<file path="src/rtl/kcrle_pkg.sv">
// Shared types for the key colour run-length pixel decoder.
// Holds the input and result transaction structs, the internal result bundle, csr indexes
// and command bits. No dependencies.
package kcrle_pkg;

   localparam int unsigned COLOUR_BITS = 8;
   localparam int unsigned REPEAT_BITS = 14;
   localparam int unsigned TOTAL_BITS  = 24;
   localparam int unsigned CSR_INDEX_BITS = 2;

   localparam logic [CSR_INDEX_BITS-1:0] CSR_KEY_RED     = 2'd0;
   localparam logic [CSR_INDEX_BITS-1:0] CSR_KEY_GREEN   = 2'd1;
   localparam logic [CSR_INDEX_BITS-1:0] CSR_KEY_BLUE    = 2'd2;
   localparam logic [CSR_INDEX_BITS-1:0] CSR_PIXEL_TOTAL = 2'd3;

   localparam logic [7:0] CMD_KEY_BIT    = 8'h80;
   localparam logic [7:0] CMD_LONG_BIT   = 8'h40;
   localparam logic [7:0] CMD_COUNT_MASK = 8'h3F;
   localparam logic [7:0] LIT_COUNT_MASK = 8'h7F;

   typedef struct packed {
      logic [7:0] data_byte;
      logic       image_start;
   } req_type;

   typedef struct packed {
      logic [COLOUR_BITS-1:0] red;
      logic [COLOUR_BITS-1:0] green;
      logic [COLOUR_BITS-1:0] blue;
      logic [REPEAT_BITS-1:0] repeat_count;
      logic                   image_done;
   } rsp_type;

   typedef struct packed {
      logic    valid;
      rsp_type data;
   } result_type;

endpackage

</file>
<file path="src/rtl/key_color_rle_pixel_decoder.sv">
// Key colour run-length pixel decoder: top level.
// Takes one payload byte per transaction on req_ and returns pixels or key runs on rsp_.
// Depends on kcrle_pkg, kcrle_decode and kcrle_skid.
//
// Usage:
//   csr_ writes key_red, key_green, key_blue (indexes 0..2) and pixel_total (index 3);
//   write them while no transaction is in flight.
//   req_ carries one payload byte per transaction; image_start marks the first command
//   byte of a new image and clears the decode state and pixel count.
//   rsp_ carries a colour, a repeat count (1 for literal pixels) and image_done on the
//   result that fills the image; bytes after that are dropped until image_start.
// Throughput: one byte per cycle while req_stall is low; the decode state is updated in the cycle of acceptance.
// Output: each result is registered in the result register, or in the skid stage if that is stalled.
// Stall: the result register plus one skid stage hold results while rsp_stall is high;
//   req_stall rises only once both are full.
// Reset: synchronous; clears all but the result data registers, pixel_total becomes 0, so every byte is
//   dropped until pixel_total is written.
module key_color_rle_pixel_decoder import kcrle_pkg::*; #(
   parameter int unsigned PIXEL_COUNT_BITS = 24
) (
   input  logic                      clock,
   input  logic                      reset,
   input  logic                      req_valid,
   output logic                      req_stall,
   input  req_type                   req_data,
   output logic                      rsp_valid,
   input  logic                      rsp_stall,
   output rsp_type                   rsp_data,
   input  logic                      csr_wen,
   input  logic [CSR_INDEX_BITS-1:0] csr_index,
   input  logic [TOTAL_BITS-1:0]     csr_wdata
);

   result_type result;
   logic       accept;

   assign accept = req_valid & ~req_stall;

   kcrle_decode #(
      .PIXEL_COUNT_BITS(PIXEL_COUNT_BITS)
   ) u_decode (
      .clock     (clock),
      .reset     (reset),
      .accept    (accept),
      .req_data  (req_data),
      .csr_wen   (csr_wen),
      .csr_index (csr_index),
      .csr_wdata (csr_wdata),
      .result    (result)
   );

   kcrle_skid u_skid (
      .clock     (clock),
      .reset     (reset),
      .result    (result),
      .req_stall (req_stall),
      .rsp_valid (rsp_valid),
      .rsp_stall (rsp_stall),
      .rsp_data  (rsp_data)
   );

endmodule

</file>
<file path="src/rtl/kcrle_decode.sv">
// Command decoder, pixel counter and configuration registers of the decoder.
// Updates the decode state for every accepted byte and forms at most one result.
// Depends on kcrle_pkg.
module kcrle_decode import kcrle_pkg::*; #(
   parameter int unsigned PIXEL_COUNT_BITS = 24
) (
   input  logic                      clock,
   input  logic                      reset,
   input  logic                      accept,
   input  req_type                   req_data,
   input  logic                      csr_wen,
   input  logic [CSR_INDEX_BITS-1:0] csr_index,
   input  logic [TOTAL_BITS-1:0]     csr_wdata,
   output result_type                result
);

   localparam int unsigned CW = (PIXEL_COUNT_BITS > REPEAT_BITS) ? PIXEL_COUNT_BITS
                                                                  : REPEAT_BITS;

   typedef enum logic [3:0] {
      MODE_CMD      = 4'b0001,
      MODE_LONG_LIT = 4'b0010,
      MODE_LONG_KEY = 4'b0100,
      MODE_LIT      = 4'b1000
   } mode_type;

   logic [7:0]                  key_red_ff, key_green_ff, key_blue_ff;
   logic [TOTAL_BITS-1:0]       pixel_total_ff;

   mode_type                    mode_ff, mode_in, eff_mode;
   logic [5:0]                  high_ff, high_in, eff_high;
   logic [REPEAT_BITS-1:0]      lit_left_ff, lit_left_in, eff_lit_left, lit_dec;
   logic [1:0]                  bip_ff, bip_in, eff_bip;
   logic [7:0]                  held_red_ff, held_red_in, eff_held_red;
   logic [7:0]                  held_green_ff, held_green_in, eff_held_green;
   logic [PIXEL_COUNT_BITS-1:0] emitted_ff, emitted_in, eff_emitted;

   logic [PIXEL_COUNT_BITS-1:0] total;
   logic [PIXEL_COUNT_BITS-1:0] left;
   logic [PIXEL_COUNT_BITS-1:0] emitted_sum;
   logic [REPEAT_BITS-1:0]      rep;
   logic                        done_before;
   logic [7:0]                  byte_v;
   logic [REPEAT_BITS-1:0]      long_n;

   logic                        emit_req;
   logic [7:0]                  emit_r, emit_g, emit_b;
   logic [REPEAT_BITS-1:0]      emit_n;

   assign total   = PIXEL_COUNT_BITS'(pixel_total_ff);
   assign byte_v  = req_data.data_byte;

   always_comb begin
      if (req_data.image_start) begin
         eff_mode       = MODE_CMD;
         eff_high       = '0;
         eff_lit_left   = '0;
         eff_bip        = '0;
         eff_held_red   = '0;
         eff_held_green = '0;
         eff_emitted    = '0;
      end else begin
         eff_mode       = mode_ff;
         eff_high       = high_ff;
         eff_lit_left   = lit_left_ff;
         eff_bip        = bip_ff;
         eff_held_red   = held_red_ff;
         eff_held_green = held_green_ff;
         eff_emitted    = emitted_ff;
      end
   end

   assign done_before = (eff_emitted >= total);
   assign long_n      = {eff_high, byte_v};
   assign lit_dec     = eff_lit_left - REPEAT_BITS'(1);

   always_comb begin
      mode_in       = eff_mode;
      high_in       = eff_high;
      lit_left_in   = eff_lit_left;
      bip_in        = eff_bip;
      held_red_in   = eff_held_red;
      held_green_in = eff_held_green;
      emit_req      = 1'b0;
      emit_r        = key_red_ff;
      emit_g        = key_green_ff;
      emit_b        = key_blue_ff;
      emit_n        = long_n;
      if (!done_before) begin
         case (eff_mode)
            MODE_LONG_KEY: begin
               mode_in  = MODE_CMD;
               emit_n   = long_n;
               emit_req = (long_n != '0);
            end
            MODE_LONG_LIT: begin
               if (long_n == '0) begin
                  mode_in = MODE_CMD;
               end else begin
                  lit_left_in = long_n;
                  bip_in      = 2'd0;
                  mode_in     = MODE_LIT;
               end
            end
            MODE_LIT: begin
               case (eff_bip)
                  2'd0: begin
                     held_red_in = byte_v;
                     bip_in      = 2'd1;
                  end
                  2'd1: begin
                     held_green_in = byte_v;
                     bip_in        = 2'd2;
                  end
                  default: begin
                     bip_in      = 2'd0;
                     lit_left_in = lit_dec;
                     if (lit_dec == '0) begin
                        mode_in = MODE_CMD;
                     end
                     emit_req = 1'b1;
                     emit_r   = eff_held_red;
                     emit_g   = eff_held_green;
                     emit_b   = byte_v;
                     emit_n   = REPEAT_BITS'(1);
                  end
               endcase
            end
            default: begin
               mode_in = MODE_CMD;
               if ((byte_v & CMD_KEY_BIT) != '0) begin
                  if ((byte_v & CMD_LONG_BIT) != '0) begin
                     high_in = 6'(byte_v & CMD_COUNT_MASK);
                     mode_in = MODE_LONG_KEY;
                  end else begin
                     emit_n   = REPEAT_BITS'(byte_v & CMD_COUNT_MASK);
                     emit_req = ((byte_v & CMD_COUNT_MASK) != '0);
                  end
               end else if ((byte_v & CMD_LONG_BIT) != '0) begin
                  high_in = 6'(byte_v & CMD_COUNT_MASK);
                  mode_in = MODE_LONG_LIT;
               end else if ((byte_v & LIT_COUNT_MASK) == '0) begin
                  mode_in = MODE_CMD;
               end else begin
                  lit_left_in = REPEAT_BITS'(byte_v & LIT_COUNT_MASK);
                  bip_in      = 2'd0;
                  mode_in     = MODE_LIT;
               end
            end
         endcase
      end
   end

   // clip at the pixels still missing
   always_comb begin
      left        = total - eff_emitted;
      rep         = (CW'(emit_n) < CW'(left)) ? emit_n : REPEAT_BITS'(CW'(left));
      emitted_sum = eff_emitted + PIXEL_COUNT_BITS'(rep);
      emitted_in  = emit_req ? emitted_sum : eff_emitted;
   end

   always_comb begin
      result.valid             = accept & emit_req;
      result.data.red          = emit_r;
      result.data.green        = emit_g;
      result.data.blue         = emit_b;
      result.data.repeat_count = rep;
      result.data.image_done   = (emitted_sum >= total);
   end

   always_ff @(posedge clock) begin
      if (reset) begin
         key_red_ff     <= '0;
         key_green_ff   <= '0;
         key_blue_ff    <= '0;
         pixel_total_ff <= '0;
      end else if (csr_wen) begin
         case (csr_index)
            CSR_KEY_RED:     key_red_ff     <= csr_wdata[7:0];
            CSR_KEY_GREEN:   key_green_ff   <= csr_wdata[7:0];
            CSR_KEY_BLUE:    key_blue_ff    <= csr_wdata[7:0];
            CSR_PIXEL_TOTAL: pixel_total_ff <= csr_wdata;
            default: ;
         endcase
      end
   end

   always_ff @(posedge clock) begin
      if (reset) begin
         mode_ff       <= MODE_CMD;
         high_ff       <= '0;
         lit_left_ff   <= '0;
         bip_ff        <= '0;
         held_red_ff   <= '0;
         held_green_ff <= '0;
         emitted_ff    <= '0;
      end else if (accept) begin
         mode_ff       <= mode_in;
         high_ff       <= high_in;
         lit_left_ff   <= lit_left_in;
         bip_ff        <= bip_in;
         held_red_ff   <= held_red_in;
         held_green_ff <= held_green_in;
         emitted_ff    <= emitted_in;
      end
   end

   a_rep_nonzero: assert property (@(posedge clock) disable iff (reset)
      result.valid |-> (result.data.repeat_count != '0))
      else $error("result with zero repeat count");

   a_lit_has_pixels: assert property (@(posedge clock) disable iff (reset)
      (mode_ff == MODE_LIT) |-> (lit_left_ff != '0) && (bip_ff != 2'd3))
      else $error("literal mode with no pixels left or bad byte position");

   a_done_reaches_total: assert property (@(posedge clock) disable iff (reset)
      (result.valid && result.data.image_done) |=> (emitted_ff >= $past(total)))
      else $error("image_done flagged below pixel total");

endmodule

</file>
<file path="src/rtl/kcrle_skid.sv">
// Result register with a skid stage for the decoder's result channel.
// Holds a result while the receiver stalls and stalls the input once the skid stage is full.
// Depends on kcrle_pkg.
module kcrle_skid import kcrle_pkg::*; (
   input  logic       clock,
   input  logic       reset,
   input  result_type result,
   output logic       req_stall,
   output logic       rsp_valid,
   input  logic       rsp_stall,
   output rsp_type    rsp_data
);

   logic    out_valid_ff, out_valid_in;
   rsp_type out_data_ff, out_data_in;
   logic    skid_valid_ff, skid_valid_in;
   rsp_type skid_data_ff, skid_data_in;
   logic    take;

   assign take = out_valid_ff & ~rsp_stall;

   always_comb begin
      out_valid_in  = out_valid_ff;
      out_data_in   = out_data_ff;
      skid_valid_in = skid_valid_ff;
      skid_data_in  = skid_data_ff;
      if (skid_valid_ff) begin
         if (take) begin
            out_data_in   = skid_data_ff;
            skid_valid_in = 1'b0;
         end
      end else if (result.valid) begin
         if (!out_valid_ff || take) begin
            out_valid_in = 1'b1;
            out_data_in  = result.data;
         end else begin
            skid_valid_in = 1'b1;
            skid_data_in  = result.data;
         end
      end else if (take) begin
         out_valid_in = 1'b0;
      end
   end

   always_ff @(posedge clock) begin
      if (reset) begin
         out_valid_ff  <= 1'b0;
         skid_valid_ff <= 1'b0;
      end else begin
         out_valid_ff  <= out_valid_in;
         skid_valid_ff <= skid_valid_in;
      end
   end

   always_ff @(posedge clock) begin
      out_data_ff  <= out_data_in;
      skid_data_ff <= skid_data_in;
   end

   assign req_stall = skid_valid_ff;
   assign rsp_valid = out_valid_ff;
   assign rsp_data  = out_data_ff;

   a_skid_behind_out: assert property (@(posedge clock) disable iff (reset)
      skid_valid_ff |-> out_valid_ff)
      else $error("skid stage full with empty result register");

   a_no_result_when_full: assert property (@(posedge clock) disable iff (reset)
      skid_valid_ff |-> !result.valid)
      else $error("result arrived while skid stage full");

   a_skid_drains: assert property (@(posedge clock) disable iff (reset)
      (skid_valid_ff && !rsp_stall) |=> (out_valid_ff && !skid_valid_ff))
      else $error("skid stage failed to advance");

endmodule
</file>
<file path="config.mk">
export PLATFORM = sky130hd
export DESIGN_NAME = key_color_rle_pixel_decoder
export DESIGN_NICKNAME = d
export VERILOG_FILES = /design/src/rtl/kcrle_pkg.sv /design/src/rtl/key_color_rle_pixel_decoder.sv /design/src/rtl/kcrle_decode.sv /design/src/rtl/kcrle_skid.sv
export SDC_FILE = /design/constraint.sdc
export NUM_CORES = 1
export LEC_CHECK = 0
export BUFFER_PORTS_ARGS = -buffer_cell sky130_fd_sc_hd__buf_4
export CAP_MARGIN = 20
export CELL_PAD_IN_SITES_DETAIL_PLACEMENT = 0
export CELL_PAD_IN_SITES_GLOBAL_PLACEMENT = 1
export CORE_MARGIN = 5
export CORE_UTILIZATION = 51
export CTS_BUF_LIST = sky130_fd_sc_hd__clkbuf_16
export DETAILED_ROUTE_END_ITERATION = 6
export PLACE_DENSITY_LB_ADDON = 0.25
export SYNTH_ARGS = -nofsm -noshare
export SYNTH_HDL_FRONTEND = slang
export SYNTH_HIERARCHICAL = 1
export SYNTH_SLANG_ARGS = --single-unit
</file>
<file path="constraint.sdc">
create_clock -name clock -period 27.3 [get_ports clock]
set_clock_uncertainty 0.2 [all_clocks]
set_input_delay 1.365 -clock clock [delete_from_list [all_inputs] [get_ports clock]]
set_output_delay 1.365 -clock clock [all_outputs]
set_load 0.02 [all_outputs]
</file>
* Word level (Yosys, flattened, before mapping)
Index checks and enable logic that the tools add are counted.
Word-level totals: logic and storage cells 137, register bits 194, output and inout bits 41, input port bits 40
Operators by class: magnitude comparators 3, add/sub/neg operators 3, reduce and logical (&&, ||, !) cells 22, bitwise operators 6, eq/ne operators 9, multiplexer cells 71
Operators with widths (count):
- 14-bit 2-to-1 mux | 12
- 39-bit 2-to-1 mux | 4
- 8-bit 2-to-1 mux | 17
- 24-bit greater-or-equal comparator | 2
- 24-bit 2-to-1 mux | 2
- 14-bit case mux with 3 select lines | 1
- 4-bit 2-to-1 mux | 8
- 14-bit logical NOT | 2
- 14-bit case mux with 2 select lines | 1
- 24-bit by 14-bit adder with 24-bit output | 1
- 14-bit by 24-bit < comparator with 1-bit output | 1
- 6-bit 2-to-1 mux | 4
- 24-bit subtractor | 1
- 14-bit nonzero test | 1
- 14-bit by 1-bit subtractor with 14-bit output (second input constant) | 1
- 2-bit 2-to-1 mux | 6
- 4-bit case mux with 3 select lines | 1
- 1-bit 2-to-1 mux | 11
- 3-bit AND reduction | 3
- 8-bit logical NOT | 1
- 2-bit AND reduction | 4
- 8-bit nonzero test | 1
- 2-bit case mux with 3 select lines | 1
- 2-bit nonzero test | 3
- 17 further kinds | 25

* Depth between registers and ports, before layout
Gate-level depths: netlist of run 1.
depth in word-level cells 13, depth in mapped cells 46, depth with buffers taken out 42

* Modules after synthesis
The synthesis of run 1 kept the hierarchy.
Modules (own cells, without submodules):
- kcrle_decode | instances 1, area an instance 8659.6 sq um, sequential area each 2282.2 sq um, cells an instance 1151
- kcrle_skid | instances 1, area an instance 3103.0 sq um, sequential area each 2382.3 sq um, cells an instance 134
- key_color_rle_pixel_decoder | instances 1, area an instance 13.8 sq um, sequential area each 0.0 sq um, cells an instance 1

* Worst setup path after synthesis of run 1
OpenSTA, ideal clock, no wires.
kind input to register, start input port req_data[0] (netlist bit), end register u_skid.out_data_ff, in the netlist u_skid/rsp_data[0] (data pin), arrival 9651 ps, required time 26840 ps, path buffers 4, slack 17188 ps, stages 43, cells stage by stage clkbuf_1 -> clkinv_1 -> clkbuf_1 -> clkbuf_1 -> nand2_1 -> ha_1 -> buf_4 -> a2111oi_1 -> o31a_1 -> nor2_1 -> a2111oi_2 -> nor2_1 -> a21oi_1 -> nand2_1 -> inv_1 -> ha_1 -> a21o_1 -> a21oi_1 -> [... 7 more ...] -> ha_1 -> a21o_1 -> a21oi_1 -> o21bai_1 -> a211oi_1 -> or4b_2 -> a21oi_1 -> nand2_1 -> xnor2_1 -> ha_1 -> a21oi_1 -> nor2b_1 -> o21ai_0 -> nand2b_1 -> a211oi_1 -> o2111a_1 -> nor2_1 -> mux2_4
RTL lines:
- start, declared | line key_color_rle_pixel_decoder.sv:25 | input req_type req_data,
- end signal, assigned | line kcrle_skid.sv:56 | out_data_ff <= out_data_in;
- end, declared | line kcrle_skid.sv:15 | rsp_type out_data_ff, out_data_in;

==> impl_metrics.toml, run 1 <==
[sta]
hold_viol = 0
setup_violations = 0
slew_headroom = 0.287
tns_ns = 0
rsz0062_at_grt = "false"
min_period_over_period = 0.423
period_minus_slack_ns = 11.54
tightestPinTransition_ns = 1.06
fmax_ghz = 0.0866
drv_slew = 0

[synth]
ys_seq_elements = 194
synth_ff_type = "dfxtp_1"
syn-num-nets = 1405
synth_cells = 1286
synthArstFlopShare = 0
synth_edf_count = 78
yosys_warnings = 6
seq_area_frac_synth = 0.396
syn_avg_cell_area_um2 = 9.16
yosysUniqueCellTypes = 81
synth.cell_area_um2 = 11800

[route]
drt-total-wl_mm = 31.9
drc_errors = 0
drt-pass1-iter-count = 5
vias = 9730
drtAntennaViolNets = 0
avgRoutedWirePerCell_um = 19.5
drt_iter0_drc = 719
viasPerCell = 5.95

[critical_path]
rrSetupSlack_ns = 17.39
rr_worst_depth = 38
critPathSlowestCell = "clkinv_1"
cp-end-kind = "flip-flop"
worstPathArrival_ns = 11.55
crit_fanout = 38
rr_startpoint = "u_decode/emitted_ff[14]"
crit_top_cell = "a21oi_1"
cp-start-kind = "primary input"
max_stage_delay_ns = 0.71
critical_path_class = "primary input to flip-flop"
cp.required_ns = 27.30
r2r-end = "u_skid/rsp_data[0]"

[global_routing]
antenna_found_initial = 0
grt_remaining_overflow = 0
grt_use_total = 0.241
grt_busiest_layer = "met2"
grt_use_met1 = 0.341
grt_pass1_vias = 9233
grt_pass1_wl_mm = 50.5
grt_use_met2 = 0.377
grt_max_degree = 83
grtUsageMet3 = 0.0416

[power]
switching_share = 0.312
pwr-share-seq = 0.442
ir_drop_mv = 0.0352
power_switching_uw = 222
total_power_uw = 710
p_clk_frac = 0.379
intPower_uw = 488
power.leakage_nw = 5.60
power.density_nw_per_um2 = 53.7
pwr-share-comb = 0.179

[floorplanning]
io_pins = 81
start_util = 0.519
fp.dieH_um = 162
die_w_um = 162
dieArea_um2 = 26200
rows = 55
core-area_um2 = 22700

[clock_network]
root_buffer = "clkbuf_16"
cts_tree = "yes"
cts_hold_buf = 0
cts_resized = 0
clkLatencyLatePin_ns = 0.44
post-cts-setup-buffers = 0
clk_pin_slew_ns = 0.08
clockBufferDepth = 2
clock-sinks = 194
htreeDepth = 4
cts_buffers = 17

[layout]
finalNetCount = 1455
drive_gt1_frac = 0.133
layout_common_cells = "nand2_1 (201), dfxtp_1 (115), nor2_1 (99)"
mostFrequentLayoutCell = "nand2_1"
fillers = 2028
antenna_cells = 0
syn_to_final_growth_pct = 12.1
finish.utilization = 0.581

[hold_path]
worstHoldStart = "u_decode/emitted_ff[23]"
hold_depth = 2
hp-class = "flip-flop to flip-flop"
min_to = "u_decode/emitted_ff[23]"

[placement]
globalplace.congestion = 0.926
dpl.hpwl_mm = 23.3
io_buffers = 80

[job]
cap_violations = 0

[run_status]
status = "finished, final reports clean"
==> worst max-delay path by stage <==
stage	startpoint	end	slack, ns
finish	req_data[0]	u_skid/rsp_data[0]	15.76
global route	req_data[0]	u_skid/rsp_data[0]	14.92
CTS	req_data[0]	u_skid/rsp_data[0]	16.00
detailed placement	req_data[0]	u_skid/rsp_data[0]	15.55
global placement	req_data[0]	u_skid/rsp_data[0]	15.87
floorplan	req_data[0]	u_skid/rsp_data[0]	17.19
==> layout make-up <==
| cell class | count | area, um^2 | share of cell area |
|---|---|---|---|
| Clock buffer | 17 | 425 | 0.0322 |
| Timing Repair Buffer | 90 | 716 | 0.0542 |
| Tap cell | 285 | 357 | 0.0270 |
| Clock inverter | 15 | 221 | 0.0168 |
| Sequential cell | 194 | 4670 | 0.353 |
| Inverter | 77 | 289 | 0.0219 |
| Multi-Input combinational cell | 956 | 6530 | 0.495 |
==> state kept, by name, summed over array words and instances, names as in the netlist <==
signal and cells:
u_decode/key_red_ff 8, u_skid/skid_data_ff 39, u_decode/mode_ff 4, u_decode/pixel_total_ff 24, u_decode/held_green_ff 8, u_decode/key_green_ff 8, u_decode/held_red_ff 8, u_skid/rsp_valid 1
u_decode/bip_ff 2, u_skid/rsp_data 39, u_decode/key_blue_ff 8, u_decode/lit_left_ff 14, u_skid/req_stall 1, u_decode/emitted_ff 24, u_decode/high_ff 6
==> stage by stage <==
step / instances / worst slack, ns / hold slack, ns / area [um^2]
final: 1634 / 15.76 / 0.261 / 13200
after global routing: 1634 / 14.92 / 0.280 / 13200
after CTS: 1633 / 16.00 / 0.259 / 13200
after detailed placement: 1601 / 15.55 / 0.247 / 12500
after global placement: 1599 / 15.87 / 0.241 / 12500
after floorplan: 1286 / 17.19 / 0.229 / 11800
==> layer usage <==
layer  vias to the layer above  wire [um]
met3                        57       1860
met5                         -          0
li1                       4732          -
met2                       326      14300
met1                      4615      15000
met4                         0        719
==> synth_stat cells (20+ instances only) <==
master    count  area share
clkbuf_1     44       0.014
xnor2_1      32       0.024
mux2i_1      42       0.036
inv_1        76       0.024
o21ai_0      64       0.027
nor2_1      100       0.032
mux2_4       37       0.047
edfxtp_1     78        0.20
a21oi_1      85       0.036
a22o_1       40       0.030
nand3_1      25       0.011
nor3_1       20      0.0085
ha_1         77       0.082
a21o_1       28       0.018
dfxtp_1     116        0.20
nand2_1     201       0.064
==> critical path, delay by kind of cell <==
family                     cells  cell delay (ns)
buffers and inverters          4             1.65
and+or+nand+nor               11             2.14
muxes                          2             0.68
AOI/OAI and AO/OA             19             4.28
xor gates and xnor gates       1             0.17
adders and majority gates      4             1.18
==> cells by family after synthesis <==
| family | after synthesis | share of synthesized area |
|---|---|---|
| AOI/OAI and AO/OA | 316 | 0.179 |
| xor gates and xnor gates | 46 | 0.0342 |
| adders and majority gates | 79 | 0.0852 |
| buffers and inverters | 136 | 0.0515 |
| DFF | 194 | 0.396 |
| muxes | 83 | 0.0867 |
| and+or+nand+nor | 432 | 0.167 |
==> power by group through the flow <==
stage / sequential, mW / combinational [mW] / clock (mW)
floorplan: 0.322 / 0.0850 / 0
global placement: 0.320 / 0.124 / 0
detailed placement: 0.320 / 0.125 / 0
CTS: 0.313 / 0.126 / 0.274
global route: 0.314 / 0.139 / 0.288
finish: 0.313 / 0.127 / 0.269
No activity file was read; power rests on OpenSTA's default activity.
==> run 2, diff against run 1 <==
CORE_UTILIZATION = 48   (was 51)
clock period = 10.7 ns   (was 27.3 ns; I/O delays follow)
==> run 2 against run 1 <==
  * Combinational power increased to 2.6 times the previous value
  * Die area increased by 5.9%
  * Largest power group unchanged
  * Non-clock buffer count increased by 7
  * Design area increased by 0.59%
  * Power increased to 2.6 times the previous value
  * First-iteration DRC count increased by 32%
  * Wire length decreased by 0.82%
  * Via count decreased by 0.78%
==> impl_metrics.toml, run 2 (same netlist as run 1, synthesis figures left out) <==
[placement]
globalplace.congestion = 0.902
dpl.hpwl_mm = 23.3
io_buffers = 80
dp_worst_setup_slack_ns = 0.789

[critical_path]
path_delay_family = "compound AO/OA/AOI/OAI gates"
crit_fanout = 15
cp.required_ns = 10.70
rrSetupSlack_ns = 1.01
cp-end-kind = "flip-flop"
critical_path_class = "flip-flop to flip-flop"
critPathSlowestCell = "or4b_2"
worstPathArrival_ns = 9.69
max_stage_delay_ns = 0.67
rr_startpoint = "u_decode/emitted_ff[14]"
r2r-end = "u_skid/rsp_data[0]"
rr_worst_depth = 37
cp-start-kind = "flip-flop"
cp_num_buf_inv = 2

[clock_network]
cts_buffers = 17
cts_tree = "yes"
clkLatencyLatePin_ns = 0.44
cts_hold_buf = 0
cts_resized = 0
htreeDepth = 4
clk_pin_slew_ns = 0.09
clockBufferDepth = 2
post-cts-setup-buffers = 0
clock-sinks = 194
root_buffer = "clkbuf_16"

[layout]
finalNetCount = 1462
finish.utilization = 0.548
mostFrequentLayoutCell = "nand2_1"
antenna_cells = 0
seq_area_um2 = 4670
drive_gt1_frac = 0.138
syn_to_final_growth_pct = 12.8
layout_common_cells = "nand2_1 (201), dfxtp_1 (115), nor2_1 (99)"
multi_input_area_um2 = 6530
fillers = 2228

[route]
drt_iter0_drc = 949
avgRoutedWirePerCell_um = 18.8
drt-pass1-iter-count = 5
viasPerCell = 5.75
drt-total-wl_mm = 31.6
drtAntennaViolNets = 0
vias = 9654
drc_errors = 0

[global_routing]
grt_use_total = 0.222
grt_pass1_vias = 9093
antenna_found_initial = 0
grt_remaining_overflow = 0
grt_max_degree = 83
grt_pass1_wl_mm = 50.2

[hold_path]
min_to = "u_decode/pixel_total_ff[13]"
hp-class = "primary input to flip-flop"
hold_depth = 3
worstHoldStart = "csr_wdata[13]"

[sta]
rsz0062_at_grt = "false"
period_minus_slack_ns = 9.69
tightestPinTransition_ns = 1.06
min_period_over_period = 0.905
setup_violations = 0
fmax_ghz = 0.103
tns_ns = 0
fin_ws_ns = 1.01
slew_headroom = 0.295
drv_slew = 0
hold_viol = 0

[power]
total_power_mw = 1.82
ir_drop_mv = 0.0853
power.density_nw_per_um2 = 137
power.leakage_nw = 5.62

[floorplanning]
fp.dieH_um = 167
dieArea_um2 = 27800
die_w_um = 167
start_util = 0.486
io_pins = 81
rows = 57
core-area_um2 = 24200

[job]
cap_violations = 0

[run_status]
status = "finished, final reports clean"
==> run 2: worst min-delay path: cells and delay by family <==
kind / cells / cell delay (ns)
buffers and inverters: 1 / 0.11
AND/OR/NAND/NOR: 1 / 0.05
AO/OA/AOI/OAI: 1 / 0.05
==> run 2: final cells by class <==
class	instances	share of cell area
sequential	194	0.351
multi-input combinational	956	0.492
inverter	77	0.0218
tap	324	0.0305
timing repair buffer	97	0.0561
clock buffer	17	0.0320
clock inverter	15	0.0166
==> run 2: per-stage QoR <==
step / hold WS, ns / area (um^2) / std cells
6_report: 0.132 / 13300 / 1680
5_1_grt: 0.120 / 13300 / 1680
4_1_cts: 0.116 / 13200 / 1677
3_5_place_dp: 0.251 / 12600 / 1645
3_3_place_gp: 0.243 / 12600 / 1645
2_1_floorplan: 0.229 / 11800 / 1286
==> run 2: where the power goes <==
group	total (mW)	internal, mW	leakage [nW]	switching [mW]
sequential	0.800	0.786	1.63	0.0139
combinational	0.326	0.128	3.68	0.198
clock	0.690	0.332	0.310	0.359
==> run 2: how the worst max path moves through the flow <==
stage	startpoint	to	slack, ns	depth (start not counted)
2_1_floorplan	req_data[0]	u_skid/rsp_data[0]	1.42	43
3_3_place_gp	req_data[0]	u_skid/rsp_data[0]	0.85	40
3_5_place_dp	req_data[0]	u_skid/rsp_data[0]	0.79	40
4_1_cts	u_decode/emitted_ff[14]	u_skid/rsp_data[0]	1.11	37
5_1_grt	u_decode/emitted_ff[14]	u_skid/rsp_data[0]	0.19	38
6_report	u_decode/emitted_ff[14]	u_skid/rsp_data[0]	1.01	37
==> run 2: routing by layer <==
metal / part of all wire / wire [um] / track usage / up-vias
met2: 0.45 / 14100 / 0.345 / 272
met1: 0.48 / 15100 / 0.321 / 4609
met3: 0.052 / 1640 / 0.0334 / 49
li1: - / - / - / 4724
met5: 0 / 0 / 0 / -
met4: 0.025 / 780 / 0.0694 / 0
==> run 3, diff against run 2 <==
--- a/config.mk
+++ b/config.mk
@@ -7,5 +7,4 @@
 export LEC_CHECK = 0
 export BUFFER_PORTS_ARGS = -buffer_cell sky130_fd_sc_hd__buf_4
-export CAP_MARGIN = 20
 export CELL_PAD_IN_SITES_DETAIL_PLACEMENT = 0
 export CELL_PAD_IN_SITES_GLOBAL_PLACEMENT = 1
==> constraint.sdc (replaced) <==
create_clock -name clock -period 10.7 [get_ports clock]
set_clock_uncertainty 0.2 [all_clocks]
set_input_delay 0 -clock clock [delete_from_list [all_inputs] [get_ports clock]]
set_output_delay 0 -clock clock [all_outputs]
set_load 0.02 [all_outputs]
==> run 3 against run 2 <==
  * Design area increased by 4.2%
  * Wire length increased by 3.7%
  * Hold slack worse by 0.10 ns
  * Utilization rose by 2.3 points
  * Via count rose by 2.5%
  * Combinational power grew 6.1%
  * Count of clock-buffer cells in the layout is the same
  * Flip-flop and latch count did not move
  * Non-clock buffer count rose by 54
  * Final cell count rose by 3.2%
  * Global-route usage rose by 1.1 points
==> impl_metrics.toml, run 3 (same netlist as run 1, synthesis figures left out) <==
[sta]
tightestPinTransition_ns = 1.12
hold_viol = 0
min_period_over_period = 0.909
rsz0062_at_grt = "false"
fmax_ghz = 0.103
tns_ns = 0
slew_headroom = 0.247
period_minus_slack_ns = 9.73
setup_violations = 0
drv_slew = 0

[floorplanning]
fp.dieH_um = 167
start_util = 0.486
dieArea_um2 = 27800
die_w_um = 167
core-area_um2 = 24200
rows = 57
io_pins = 81

[route]
drt-pass1-iter-count = 5
drc_errors = 0
viasPerCell = 5.71
drt_iter0_drc = 892
avgRoutedWirePerCell_um = 18.9
drtAntennaViolNets = 0
drt-total-wl_mm = 32.8
vias = 9900

[layout]
mostFrequentLayoutCell = "nand2_1"
finalNetCount = 1516
antenna_cells = 0
syn_to_final_growth_pct = 17.5
drive_gt1_frac = 0.132
layout_common_cells = "nand2_1 (201), dfxtp_1 (115), nor2_1 (99)"
stdcell_count = 1734

[clock_network]
cts_tree = "yes"
htreeDepth = 4
clk_pin_slew_ns = 0.08
clkLatencyLatePin_ns = 0.44
clockBufferDepth = 2
clock-sinks = 194
cts_buffers = 17
post-cts-setup-buffers = 0
root_buffer = "clkbuf_16"

[power]
ir_drop_mv = 0.0973
power.leakage_nw = 5.89
total_power_mw = 1.85
power.density_nw_per_um2 = 134

[critical_path]
cp-end-kind = "flip-flop"
max_stage_delay_ns = 0.53
critPathSlowestCell = "a221oi_1"
cp-start-kind = "primary input"
cp.required_ns = 10.69
worstPathArrival_ns = 9.72
crit_fanout = 22
critical_path_class = "primary input to flip-flop"

[placement]
globalplace.congestion = 0.916
numPlacedInstances = 1646
dpl.hpwl_mm = 23.7
io_buffers = 80

[global_routing]
grt_pass1_vias = 9422
grt_remaining_overflow = 0
antenna_found_initial = 0
grt_pass1_wl_mm = 52.6
grt_use_total = 0.233
grt_max_degree = 83

[hold_path]
hp-class = "primary input to flip-flop"

[run_status]
status = "finished, final reports clean"

[job]
cap_violations = 0
## run 3: cell types whose count changed in the layout (fill, tap and decap cells not counted), sizes merged
cell,previous run,this run
clkinv,6,5
clkinvlp,0,1
dlygate4sd3,0,56
clkbuf,18,17
buf,96,95
## run 3: report_power, final
part	internal [mW]	switching, mW	total, mW
clock network	0.335	0.368	0.703
registers	0.786	0.0142	0.800
logic	0.141	0.206	0.346
## run 3: metrics by stage
stage | worst slack (ns) | hold WS [ns] | util | cell area, um^2
CTS | 0.679 | 0.0102 | 0.570 | 13800
global route | 0.0558 | 0.0320 | 0.571 | 13800
floorplan | 1.95 | -0.131 | - | 11800
finish | 0.970 | 0.0314 | 0.571 | 13800
global placement | 0.991 | 0.0452 | 0.520 | 12600
detailed placement | 0.788 | 0.0535 | 0.520 | 12600
## run 3: per-layer routing
layer	global-route usage	vias to the layer above	routed length, um
met5	0	-	0
met1	0.338	4700	15500
met4	0.0566	0	550
li1	-	4846	-
met3	0.0322	39	1830
met2	0.370	315	14900
## run 3: layout make-up
class                           instances  area [um^2]
Clock buffer                           17          425
Clock inverter                         15          230
Fill cell                            2179        10400
Inverter                               77          293
Multi-Input combinational cell        956         6540
Sequential cell                       194         4670
Tap cell                              324          405
Timing Repair Buffer                  151         1270
## run 3: what timing repair did
item                                    in CTS  in global routing
hold buffers                                56                  0
endpoints found under the setup margin       0                  1
gates resized for setup                      0                  3
hold endpoints to repair                   106                  0
## run 3: worst max-delay path: cells and delay by family
family                   cells  cell delay [ns]
AND/OR/NAND/NOR             12             1.47
multiplexers                 2             0.68
buffers and inverters        6             1.55
XOR/XNOR                     1             0.17
adder cells (fa/ha/maj)      4             1.08
AO/OA/AOI/OAI               18             4.71
## run 3: path summary, 6_finish.rpt
| check | startpoint | to | slack (ns) | depth (start not counted) |
|---|---|---|---|---|
| max reg2reg | u_decode/emitted_ff[14] | u_skid/rsp_data[0] | 0.99 | 40 |
| max | req_data[0] | u_skid/rsp_data[0] | 0.97 | 43 |
| min | csr_wen | u_decode/key_red_ff[0] | 0.03 | 5 |
| min reg2reg | u_decode/emitted_ff[23] | u_decode/emitted_ff[23] | 0.26 | 2 |
